**config.mk**
```make
export PLATFORM = sky130hd
export DESIGN_NAME = image_upload_pixel_unpacker_core_flat
export DESIGN_NICKNAME = d
export VERILOG_FILES = /design/src/design/iupu_pkg.sv /design/src/design/iupu_in_if.sv /design/src/design/iupu_out_if.sv /design/src/design/iupu_cfg_if.sv /design/src/design/image_upload_pixel_unpacker_core.sv /design/src/design/iupu_unpack.sv /design/src/design/iupu_out_fifo.sv /design/src/flat_wrapper.sv
export SDC_FILE = /design/constraint.sdc
export NUM_CORES = 1
export LEC_CHECK = 0
export ABC_AREA = 1
export BUFFER_PORTS_ARGS = -buffer_cell sky130_fd_sc_hd__clkbuf_2
export CAP_MARGIN = 20
export CORE_UTILIZATION = 50
export DETAILED_ROUTE_END_ITERATION = 6
export PLACE_DENSITY = 0.67
export SLEW_MARGIN = 15
export SYNTH_ARGS = -nofsm -noshare
export SYNTH_HDL_FRONTEND = slang
export SYNTH_HIERARCHICAL = 1
export SYNTH_SLANG_ARGS = --single-unit
```
**constraint.sdc**
```tcl
create_clock -name clk -period 15.55 [get_ports clk]
set_input_delay 0 -clock clk [delete_from_list [all_inputs] [get_ports clk]]
set_output_delay 0 -clock clk [all_outputs]
set_load 0.005 [all_outputs]
```
**src/design/iupu_pkg.sv**
```systemverilog
`timescale 1ns / 1ps
// ----------------------------------------------------------------------------
// iupu_pkg: shared types and constants of the pixel unpacker
// Pixel format codes, register indexes, queue depth and the format decode.
// ----------------------------------------------------------------------------
package iupu_pkg;

  typedef enum logic [3:0] {
    FMT_CT32  = 4'd0,
    FMT_CT24  = 4'd1,
    FMT_CT16  = 4'd2,
    FMT_CT16S = 4'd3,
    FMT_T8    = 4'd4,
    FMT_T4    = 4'd5,
    FMT_T8H   = 4'd6,
    FMT_T4HL  = 4'd7,
    FMT_T4HH  = 4'd8,
    FMT_Z32   = 4'd9,
    FMT_Z24   = 4'd10,
    FMT_Z16   = 4'd11,
    FMT_Z16S  = 4'd12
  } fmt_t;

  localparam int CFG_IDX_BITS = 2;

  typedef enum logic [CFG_IDX_BITS-1:0] {
    REG_START_X      = 2'd0,
    REG_START_Y      = 2'd1,
    REG_RECT_WIDTH   = 2'd2,
    REG_PIXEL_FORMAT = 2'd3
  } cfg_reg_t;

  // result queue depth and its pointer width
  localparam int FIFO_DEPTH = 4;
  localparam int FIFO_PTR_BITS = 2;

  // pushes into the result queue from one accepted word
  typedef struct packed {
    logic first;
    logic second;
  } push_t;

  // bytes gathered per pixel; zero for byte and nibble formats
  function automatic logic [2:0] bytes_per_pixel(input logic [3:0] fmt);
    logic [2:0] n;
    case (fmt) inside
      FMT_CT32, FMT_Z32:                    n = 3'd4;
      FMT_CT24, FMT_Z24:                    n = 3'd3;
      FMT_CT16, FMT_CT16S, FMT_Z16, FMT_Z16S: n = 3'd2;
      default:                              n = 3'd0;
    endcase
    return n;
  endfunction

endpackage

```
**src/design/iupu_in_if.sv**
```systemverilog
`timescale 1ns / 1ps
// ----------------------------------------------------------------------------
// iupu_in_if: upload byte channel
// Valid/ready channel carrying one upload byte and its packet end flag.
// ----------------------------------------------------------------------------
interface iupu_in_if;
  logic       valid;
  logic       ready;
  logic [7:0] data_byte;
  logic       packet_end;

  modport source (output valid, data_byte, packet_end, input ready);
  modport sink   (input valid, data_byte, packet_end, output ready);
endinterface

```
**src/design/iupu_out_if.sv**
```systemverilog
`timescale 1ns / 1ps
// ----------------------------------------------------------------------------
// iupu_out_if: pixel write channel
// Valid/ready channel carrying one pixel write with its coordinates.
// ----------------------------------------------------------------------------
interface iupu_out_if #(parameter int COORD_BITS = 11);
  logic                  valid;
  logic                  ready;
  logic [COORD_BITS-1:0] pixel_x;
  logic [COORD_BITS-1:0] pixel_y;
  logic [31:0]           pixel_value;
  logic                  run_last;

  modport source (output valid, pixel_x, pixel_y, pixel_value, run_last, input ready);
  modport sink   (input valid, pixel_x, pixel_y, pixel_value, run_last, output ready);
endinterface

```
**src/design/iupu_cfg_if.sv**
```systemverilog
`timescale 1ns / 1ps
// ----------------------------------------------------------------------------
// iupu_cfg_if: register write channel
// Valid/ready channel carrying a register index and write data.
// ----------------------------------------------------------------------------
interface iupu_cfg_if #(parameter int COORD_BITS = 11);
  logic                                  valid;
  logic                                  ready;
  logic [iupu_pkg::CFG_IDX_BITS-1:0]     index;
  logic [COORD_BITS:0]                   data;

  modport source (output valid, index, data, input ready);
  modport sink   (input valid, index, data, output ready);
endinterface

```
**src/design/image_upload_pixel_unpacker_core.sv**
```systemverilog
`timescale 1ns / 1ps
// ----------------------------------------------------------------------------
// image_upload_pixel_unpacker_core: upload byte stream to pixel writes
// Gathers little-endian bytes into pixels and walks a raster cursor over
// the destination rectangle.
// ----------------------------------------------------------------------------
// Usage:
//   cfg_ch  - register writes (0 start_x, 1 start_y, 2 rect_width,
//             3 pixel_format). Always ready. Writing start_x / start_y
//             also loads the cursor; write them only while idle.
//   in_ch   - one upload word (byte plus packet_end) per handshake.
//   out_ch  - one pixel write per handshake: x, y, value, run_last.
// A pixel completed by an accepted word is pushed into the queue at the accept
//   edge and offered once older entries have gone. Throughput: one word per cycle,
//   while in_ch.ready is high, for the 32/24/16/8-bit formats; the 4-bit
//   formats yield two pixels per word and the single output port throttles them.
// The cursor and gather update in the accept cycle; results wait in a
//   4-entry queue. in_ch.ready is high while the queue holds two entries or
//   fewer, so a stalled receiver back-pressures the input once three or more
//   entries wait. out_ch.valid comes straight from the queue count.
// Reset (rst_n low, synchronous) clears the queue, cursor and gather and
//   sets start 0/0, width 1, format ct32.
// ----------------------------------------------------------------------------
module image_upload_pixel_unpacker_core #(
  parameter int COORD_BITS = 11
) (
  input  logic             clk,
  input  logic             rst_n,
  iupu_cfg_if.sink         cfg_ch,
  iupu_in_if.sink          in_ch,
  iupu_out_if.source       out_ch
);

  localparam int EW = 2 * COORD_BITS + 33;

  iupu_pkg::push_t push;
  logic [EW-1:0]   ent0, ent1, rd;
  logic            rd_valid;
  logic [iupu_pkg::FIFO_PTR_BITS:0] fifo_cnt;
  logic            in_fire, out_fire, cfg_fire;

  // config is taken every cycle
  assign cfg_ch.ready = 1'b1;
  assign cfg_fire     = cfg_ch.valid && cfg_ch.ready;

  // room for the worst case of two pixels from one word
  assign in_ch.ready = (fifo_cnt <= (iupu_pkg::FIFO_PTR_BITS + 1)'(iupu_pkg::FIFO_DEPTH - 2));
  assign in_fire     = in_ch.valid && in_ch.ready;

  iupu_unpack #(.COORD_BITS(COORD_BITS)) u_unpack (
    .clk        (clk),
    .rst_n      (rst_n),
    .cfg_we     (cfg_fire),
    .cfg_index  (cfg_ch.index),
    .cfg_data   (cfg_ch.data),
    .in_fire    (in_fire),
    .data_byte  (in_ch.data_byte),
    .packet_end (in_ch.packet_end),
    .push       (push),
    .ent0       (ent0),
    .ent1       (ent1)
  );

  iupu_out_fifo #(.EW(EW)) u_fifo (
    .clk      (clk),
    .rst_n    (rst_n),
    .push     (push),
    .wr0      (ent0),
    .wr1      (ent1),
    .pop      (out_fire),
    .rd       (rd),
    .rd_valid (rd_valid),
    .count    (fifo_cnt)
  );

  // entry layout: {x, y, value, last}
  assign out_ch.valid       = rd_valid;
  assign out_fire           = out_ch.valid && out_ch.ready;
  assign out_ch.pixel_x     = rd[EW-1 -: COORD_BITS];
  assign out_ch.pixel_y     = rd[EW-1-COORD_BITS -: COORD_BITS];
  assign out_ch.pixel_value = rd[32:1];
  assign out_ch.run_last    = rd[0];

  // a word is only taken when the queue can absorb both nibble pixels
  a_room_on_accept : assert property (@(posedge clk) disable iff (!rst_n)
    in_fire |-> (fifo_cnt <= (iupu_pkg::FIFO_PTR_BITS + 1)'(iupu_pkg::FIFO_DEPTH - 2)))
    else $error("word accepted without room for two pixels");

  // a pixel that is not last of its word always has its partner pushed with it
  a_pair_complete : assert property (@(posedge clk) disable iff (!rst_n)
    (push.first && !ent0[0]) |-> push.second)
    else $error("first nibble pixel pushed without its partner");

  // the queue count holds still when there is neither a push nor a pop
  a_count_track : assert property (@(posedge clk) disable iff (!rst_n)
    (!push.first && !out_fire) |=> (fifo_cnt == $past(fifo_cnt)))
    else $error("queue count moved without a push or pop");

endmodule

```
**src/design/iupu_unpack.sv**
```systemverilog
`timescale 1ns / 1ps
// ----------------------------------------------------------------------------
// iupu_unpack: register file, raster cursor and byte gather
// Turns one accepted byte into up to two queue entries in the same cycle.
// ----------------------------------------------------------------------------
module iupu_unpack #(
  parameter  int COORD_BITS = 11,
  localparam int EW         = 2 * COORD_BITS + 33
) (
  input  logic                              clk,
  input  logic                              rst_n,
  input  logic                              cfg_we,
  input  logic [iupu_pkg::CFG_IDX_BITS-1:0] cfg_index,
  input  logic [COORD_BITS:0]               cfg_data,
  input  logic                              in_fire,
  input  logic [7:0]                        data_byte,
  input  logic                              packet_end,
  output iupu_pkg::push_t                   push,
  output logic [EW-1:0]                     ent0,
  output logic [EW-1:0]                     ent1
);

  // start_y only loads the row cursor, so it has no register of its own
  logic [COORD_BITS-1:0] start_x_r;
  logic [COORD_BITS:0]   width_r;
  logic [3:0]            fmt_r;
  logic [COORD_BITS-1:0] cx_r, cy_r, cx_nxt, cy_nxt;
  logic [1:0]            gcnt_r, gcnt_nxt;
  logic [23:0]           gbytes_r, gbytes_nxt;

  logic [2:0]            need;
  logic [2:0]            cnt_inc;
  logic [31:0]           gathered, pix_mask, val0, val1;
  logic                  last0;
  logic [COORD_BITS-1:0] x1, y1, x2, y2;

  // one raster step: wrap to start_x once x+1 reaches start_x + width
  function automatic logic [2*COORD_BITS-1:0] step(input logic [COORD_BITS-1:0] x,
                                                   input logic [COORD_BITS-1:0] y,
                                                   input logic [COORD_BITS-1:0] sx,
                                                   input logic [COORD_BITS:0]   w);
    logic [COORD_BITS+1:0] nx;
    logic [COORD_BITS+1:0] ex;
    nx = {2'b00, x} + {{(COORD_BITS+1){1'b0}}, 1'b1};
    ex = {2'b00, sx} + {1'b0, w};
    if (nx >= ex) begin
      return {sx, y + {{(COORD_BITS-1){1'b0}}, 1'b1}};
    end
    return {nx[COORD_BITS-1:0], y};
  endfunction

  assign need     = iupu_pkg::bytes_per_pixel(fmt_r);
  assign cnt_inc  = {1'b0, gcnt_r} + 3'd1;
  assign gathered = {8'd0, gbytes_r} | ({24'd0, data_byte} << {gcnt_r, 3'b000});

  always_comb begin
    case (need)
      3'd2:    pix_mask = 32'h0000_ffff;
      3'd3:    pix_mask = 32'h00ff_ffff;
      default: pix_mask = 32'hffff_ffff;
    endcase
  end

  assign {x1, y1} = step(cx_r, cy_r, start_x_r, width_r);
  assign {x2, y2} = step(x1, y1, start_x_r, width_r);

  always_comb begin
    push       = '0;
    val0       = '0;
    val1       = '0;
    last0      = 1'b1;
    gcnt_nxt   = gcnt_r;
    gbytes_nxt = gbytes_r;
    if (in_fire) begin
      if (need != 3'd0) begin
        if (cnt_inc >= need) begin
          push.first = 1'b1;
          val0       = gathered & pix_mask;
          gcnt_nxt   = '0;
          gbytes_nxt = '0;
        end else begin
          gcnt_nxt   = cnt_inc[1:0];
          gbytes_nxt = gathered[23:0];
        end
      end else if (fmt_r inside {iupu_pkg::FMT_T8, iupu_pkg::FMT_T8H}) begin
        push.first = 1'b1;
        val0       = {24'd0, data_byte};
      end else if (fmt_r inside {iupu_pkg::FMT_T4, iupu_pkg::FMT_T4HL,
                                 iupu_pkg::FMT_T4HH}) begin
        push.first  = 1'b1;
        push.second = 1'b1;
        val0        = {28'd0, data_byte[3:0]};
        val1        = {28'd0, data_byte[7:4]};
        last0       = 1'b0;
      end
      if (packet_end) begin
        gcnt_nxt   = '0;
        gbytes_nxt = '0;
      end
    end
  end

  always_comb begin
    if (push.second) begin
      cx_nxt = x2;
      cy_nxt = y2;
    end else if (push.first) begin
      cx_nxt = x1;
      cy_nxt = y1;
    end else begin
      cx_nxt = cx_r;
      cy_nxt = cy_r;
    end
  end

  assign ent0 = {cx_r, cy_r, val0, last0};
  assign ent1 = {x1, y1, val1, 1'b1};

  always_ff @(posedge clk) begin
    if (!rst_n) begin
      start_x_r <= '0;
      width_r   <= {{COORD_BITS{1'b0}}, 1'b1};
      fmt_r     <= iupu_pkg::FMT_CT32;
      cx_r      <= '0;
      cy_r      <= '0;
      gcnt_r    <= '0;
      gbytes_r  <= '0;
    end else begin
      gcnt_r   <= gcnt_nxt;
      gbytes_r <= gbytes_nxt;
      cx_r     <= cx_nxt;
      cy_r     <= cy_nxt;
      if (cfg_we) begin
        case (iupu_pkg::cfg_reg_t'(cfg_index))
          iupu_pkg::REG_START_X: begin
            start_x_r <= cfg_data[COORD_BITS-1:0];
            cx_r      <= cfg_data[COORD_BITS-1:0];
          end
          iupu_pkg::REG_START_Y: begin
            cy_r      <= cfg_data[COORD_BITS-1:0];
          end
          iupu_pkg::REG_RECT_WIDTH:   width_r <= cfg_data;
          iupu_pkg::REG_PIXEL_FORMAT: fmt_r   <= cfg_data[3:0];
          default: ;
        endcase
      end
    end
  end

endmodule

```
**src/design/iupu_out_fifo.sv**
```systemverilog
`timescale 1ns / 1ps
// ----------------------------------------------------------------------------
// iupu_out_fifo: pixel write queue
// Takes up to two entries a cycle, hands out one a cycle from a register.
// ----------------------------------------------------------------------------
module iupu_out_fifo #(
  parameter int EW = 55
) (
  input  logic                 clk,
  input  logic                 rst_n,
  input  iupu_pkg::push_t      push,
  input  logic [EW-1:0]        wr0,
  input  logic [EW-1:0]        wr1,
  input  logic                 pop,
  output logic [EW-1:0]        rd,
  output logic                 rd_valid,
  output logic [iupu_pkg::FIFO_PTR_BITS:0] count
);

  localparam int PB = iupu_pkg::FIFO_PTR_BITS;

  logic [EW-1:0] mem_r [iupu_pkg::FIFO_DEPTH];
  logic [PB-1:0] wp_r, wp_nxt, rp_r, rp_nxt;
  logic [PB:0]   cnt_r, cnt_nxt, n_push;
  logic [PB-1:0] wp_plus1;

  assign n_push   = {{PB{1'b0}}, push.first} + {{PB{1'b0}}, push.second};
  assign wp_plus1 = wp_r + {{(PB-1){1'b0}}, 1'b1};
  assign wp_nxt   = wp_r + n_push[PB-1:0];
  assign rp_nxt   = rp_r + {{(PB-1){1'b0}}, pop};
  assign cnt_nxt  = cnt_r + n_push - {{PB{1'b0}}, pop};

  always_ff @(posedge clk) begin
    if (push.first) begin
      mem_r[wp_r] <= wr0;
    end
    if (push.second) begin
      mem_r[wp_plus1] <= wr1;
    end
  end

  always_ff @(posedge clk) begin
    if (!rst_n) begin
      wp_r  <= '0;
      rp_r  <= '0;
      cnt_r <= '0;
    end else begin
      wp_r  <= wp_nxt;
      rp_r  <= rp_nxt;
      cnt_r <= cnt_nxt;
    end
  end

  assign rd       = mem_r[rp_r];
  assign rd_valid = (cnt_r != '0);
  assign count    = cnt_r;

endmodule
```
**src/flat_wrapper.sv**
```systemverilog
// flat-port wrapper written by rule: the top's interface ports become plain ports
module image_upload_pixel_unpacker_core_flat 
#(
  parameter int COORD_BITS = 11
)
  (clk, rst_n, cfg_ch_valid, cfg_ch_index, cfg_ch_data, cfg_ch_ready, in_ch_valid, in_ch_data_byte, in_ch_packet_end, in_ch_ready, out_ch_valid, out_ch_pixel_x, out_ch_pixel_y, out_ch_pixel_value, out_ch_run_last, out_ch_ready);
  iupu_cfg_if #(.COORD_BITS(COORD_BITS)) cfg_ch_i ();
  iupu_in_if in_ch_i ();
  iupu_out_if #(.COORD_BITS(COORD_BITS)) out_ch_i ();
  input  logic clk;
  input  logic rst_n;
  input wire logic [$bits(cfg_ch_i.valid)-1:0] cfg_ch_valid;
  input wire logic [$bits(cfg_ch_i.index)-1:0] cfg_ch_index;
  input wire logic [$bits(cfg_ch_i.data)-1:0] cfg_ch_data;
  output wire logic [$bits(cfg_ch_i.ready)-1:0] cfg_ch_ready;
  input wire logic [$bits(in_ch_i.valid)-1:0] in_ch_valid;
  input wire logic [$bits(in_ch_i.data_byte)-1:0] in_ch_data_byte;
  input wire logic [$bits(in_ch_i.packet_end)-1:0] in_ch_packet_end;
  output wire logic [$bits(in_ch_i.ready)-1:0] in_ch_ready;
  output wire logic [$bits(out_ch_i.valid)-1:0] out_ch_valid;
  output wire logic [$bits(out_ch_i.pixel_x)-1:0] out_ch_pixel_x;
  output wire logic [$bits(out_ch_i.pixel_y)-1:0] out_ch_pixel_y;
  output wire logic [$bits(out_ch_i.pixel_value)-1:0] out_ch_pixel_value;
  output wire logic [$bits(out_ch_i.run_last)-1:0] out_ch_run_last;
  input wire logic [$bits(out_ch_i.ready)-1:0] out_ch_ready;
  assign cfg_ch_i.valid = cfg_ch_valid;
  assign cfg_ch_i.index = cfg_ch_index;
  assign cfg_ch_i.data = cfg_ch_data;
  assign cfg_ch_ready = cfg_ch_i.ready;
  assign in_ch_i.valid = in_ch_valid;
  assign in_ch_i.data_byte = in_ch_data_byte;
  assign in_ch_i.packet_end = in_ch_packet_end;
  assign in_ch_ready = in_ch_i.ready;
  assign out_ch_valid = out_ch_i.valid;
  assign out_ch_pixel_x = out_ch_i.pixel_x;
  assign out_ch_pixel_y = out_ch_i.pixel_y;
  assign out_ch_pixel_value = out_ch_i.pixel_value;
  assign out_ch_run_last = out_ch_i.run_last;
  assign out_ch_i.ready = out_ch_ready;
  image_upload_pixel_unpacker_core #(.COORD_BITS(COORD_BITS)) u_core (.clk(clk), .rst_n(rst_n), .cfg_ch(cfg_ch_i), .in_ch(in_ch_i), .out_ch(out_ch_i));
endmodule
```
==> metrics.txt <==
CP top delay family simple AND/OR/NAND/NOR gates; final setup TNS 0 ps; clk slew on worst S/H paths 60 ps; Hold Path Class primary input to flip-flop; post-synthesis simple-gate area fraction 18.1%; first-pass GRT wire length 75.1 mm; XOR/XNOR share of the synthesized area 1.57%; worst hold margin 31.0 ps; area grow syn2layout 9.13%; Worst Path Required 15990 ps; CP most frequent cell nand2_1; peak supply drop approximately 0.00011 V; root buf cell clkbuf_16; Slew @ Worst Pin 1090 ps; worst setup path category flip-flop to flip-flop; Final Cycle Share 41.5%; total gr overflow 0; Post-synth EDFFs 220; Final #Nets 2395; largest net degree at the start of global routing 119; CTS Buffer Depth 3; H-tree Lvls 2; Pre-Repair DR Iteration Count 7; routed length per instance between 15 and 20 microns; worst endpoint data arrival time 6880 ps; ys flop type edfxtp_1; Layout Skew 16.8 ps; die area 37100 sq um; slowest stage delay, CP 320 ps; DR DRC count 12; worst relative slew slack around 27%; post-DP HPWL 30.5 mm; Crit path buffers/inverters 4; total CTS buffers 35; Final Setup Violations 0; placed insts roughly 2700; Worst setup EP type flip-flop; vias in the first global route 14082; GRT Total Usage a little over a quarter; Post-Syn Instances 2285; FFs w/ async S/R, synth 0%; io pins 86; Netlist Area Pre-Place 18100 sq um; outcome complete, but fails checks; largest family of logic cells by synthesized area compound AO/OA/AOI/OAI gates; Yosys Warn Count 6; Final Critical Period 6450 ps; Final Non-Filler Cells roughly 2800; RSZ-0062 raised after global routing false; Leakage 7.85 nW; sequential-to-total area share from yosys stat 45.4%; Placer Congestion 0.905; Max Slew Vio Count 0; Core ar. 35700 sq um; Port Buffer Count 84; vias per cell 5.47; count of different cell masters after synthesis 51; post_cts resized 0; vias post-DR around 15000; Setup Buffers After CTS 0; Max Cap Viol 0; Rows 69; Clock Latency Late Sink between 500 and 600 ps; diode count 0; Compound-Gate Fraction of Synth Area 18.8%; die width 193 microns; Starting Density about 50%; mux contribution to synthesized area 0%; fmax around 160 MHz; Worst setup SP type flip-flop; TritonCTS clock tree done; Routed Antenna Nets 0; clk sink count 302; die height about 190 microns; failing checks DRC; WL final ~47 mm; fraction of the mapped netlist area in adder cells 3.46%; First DRT Iteration DRCs 1313; Crit-path slowest cell dfxtp_1; #FFs+latches synth 302; initial antenna violation count 0; share of cells above drive strength 1 9.30%; Final Hold Vio Count 0; Max FO, Critical Path 23; PD cells between 150 and 200 nW/um^2; syn avg cell area between 7 and 8 sq um
-- through the flow --
stage                     cell area (sq um)  total power [mW]  utilization (%)  setup WS [ps]
after global routing                  19800              3.27             55.5           8370
final                                 19800              3.06             55.5           9100
after global placement                18500              2.25             51.8           9320
after CTS                             19800              3.05             55.5           9170
after floorplan                       18200              1.95                -           8490
after detailed placement              18500              2.28             51.8           9200
-- layout make-up --
| type | count | area, sq um |
|---|---|---|
| Clock buffer | 47 | 942 |
| Inverter | 347 | 1310 |
| Sequential cell | 302 | 8260 |
| Timing Repair Buffer | 123 | 793 |
| Tap cell | 461 | 577 |
| Fill cell | 3294 | 15900 |
| Multi-Input combinational cell | 1509 | 7800 |
| Clock inverter | 17 | 126 |
-- registers in the layout, summed over array words and instances (netlist names) --
register,flops
u_core/u_fifo/mem_r,220
u_core/u_unpack/gbytes_r,24
u_core/u_unpack/width_r,12
u_core/u_unpack/cx_r,11
u_core/u_unpack/cy_r,11
u_core/u_unpack/start_x_r,11
u_core/u_unpack/fmt_r,4
u_core/u_fifo/count,3
u_core/u_fifo/rp_r,2
u_core/u_fifo/wp_r,2
u_core/u_unpack/gcnt_r,2
-- final timing paths --
| check | from | cells after the start | to | slack [ps] |
|---|---|---|---|---|
| worst min-delay path | in_ch_data_byte[6] | 3 | u_core/u_unpack/gbytes_r[14] | 30 |
| worst max-delay path | u_core/u_unpack/start_x_r[1] | 45 | u_core/u_unpack/cx_r[2] | 9100 |
| worst min register to register | u_core/u_unpack/gbytes_r[7] | 2 | u_core/u_unpack/gbytes_r[7] | 470 |
| worst max register to register | u_core/u_unpack/start_x_r[1] | 45 | u_core/u_unpack/cx_r[2] | 9100 |
-- power breakdown --
group | total (mW) | internal [mW] | leakage, nW | switching [mW]
registers | 1.04 | 0.965 | 2.77 | 0.0721
clock network | 0.770 | 0.445 | 0.526 | 0.325
logic | 1.25 | 0.396 | 4.55 | 0.854
total | 3.06 | 1.81 | 7.85 | 1.25
-- cells by family after synthesis --
| family | Yosys count |
|---|---|
| adder cells (fa/ha/maj) | 49 |
| buffers and inverters | 501 |
| AO/OA/AOI/OAI | 615 |
| other | 3 |
| AND/OR/NAND/NOR | 785 |
| XOR/XNOR | 30 |
| flip-flops | 302 |
-- synth_stat cells (3+ instances only) --
master    number  area [sq um]
a211oi_1      25           188
a21oi_1      140           701
a21oi_2        5          43.8
a31oi_1       12          75.1
buf_1          4          15.0
buf_2         33           165
buf_4         50           375
buf_6         19           214
clkbuf_1      44           165
conb_1         3          11.3
dfxtp_1       82          1640
edfxtp_1     220          6610
ha_1          47           588
inv_1        334          1250
inv_2         11          41.3
nand2_1      555          2080
nand2_2       11          68.8
nand2_4        4          45.0
nand3_1       67           335
nand3_2        8          80.1
nand4_1       14          87.6
nor2_1        95           357
nor2_2         9          56.3
nor3_1        11          55.1
nor3_2         3          30.0
o211ai_1      60           450
o21a_1         3          22.5
o21ai_0      180           901
o21ai_1      161           806
o21bai_1      13          97.6
o22ai_1        6          37.5
o31ai_1        3          22.5
xnor2_1        3          26.3
xor2_1        24           210
xor2_2         3          48.8
-- worst reg2reg max path: cells and delay by family (launching register included) --
kind / cells / cell delay, ps
simple gates: 20 / 2230
compound gates: 15 / 2020
fa+ha+maj: 4 / 1110
xor+xnor: 2 / 430
flops: 1 / 320
buf+inv: 4 / 270
-- layer usage --
layer  track usage [%]  wire [microns]  part of all wire, %  vias up
li1                  -               -                    -     7587
met1              36.6           21500                   45     7181
met2              42.8           22100                   47      524
met3              2.89            3080                  6.5       59
met4              6.15             728                  1.5        0
met5                 0               0                    0        -
-- cells in the final DEF (no fill, tap or decap), types with 6 or more instances in the layout --
master         netlist  final
a21oi_1            140    140
nand2_1            555    554
xor2_1              24     24
a211oi_1            25     25
o21bai_1            13     13
dfxtp_1             82     80
edfxtp_1           220    220
clkbuf_16            0     36
buf_4               50     14
clkbuf_2             2     84
o22ai_1              6      6
nand2_2             11     12
dlygate4sd3_1        0     24
nor2_1              95     95
ha_1                47     47
clkinv_1             1      6
o211ai_1            60     60
o21ai_0            180    180
o21ai_1            161    160
inv_1              334    334
clkbuf_1            44     11
inv_2               11     11
conb_1               3     30
nor2_2               9      9
clkinv_2             0      7
nand4_1             14     14
a31oi_1             12     12
nor3_1              11     11
nand3_1             67     66
-- timing repair --
| action | CTS | global route |
|---|---|---|
| hold buffers | 24 | 0 |
| hold endpoints to repair | 59 | 0 |
| setup endpoints to repair | 0 | 0 |
(Power assumes the default switching activity.)
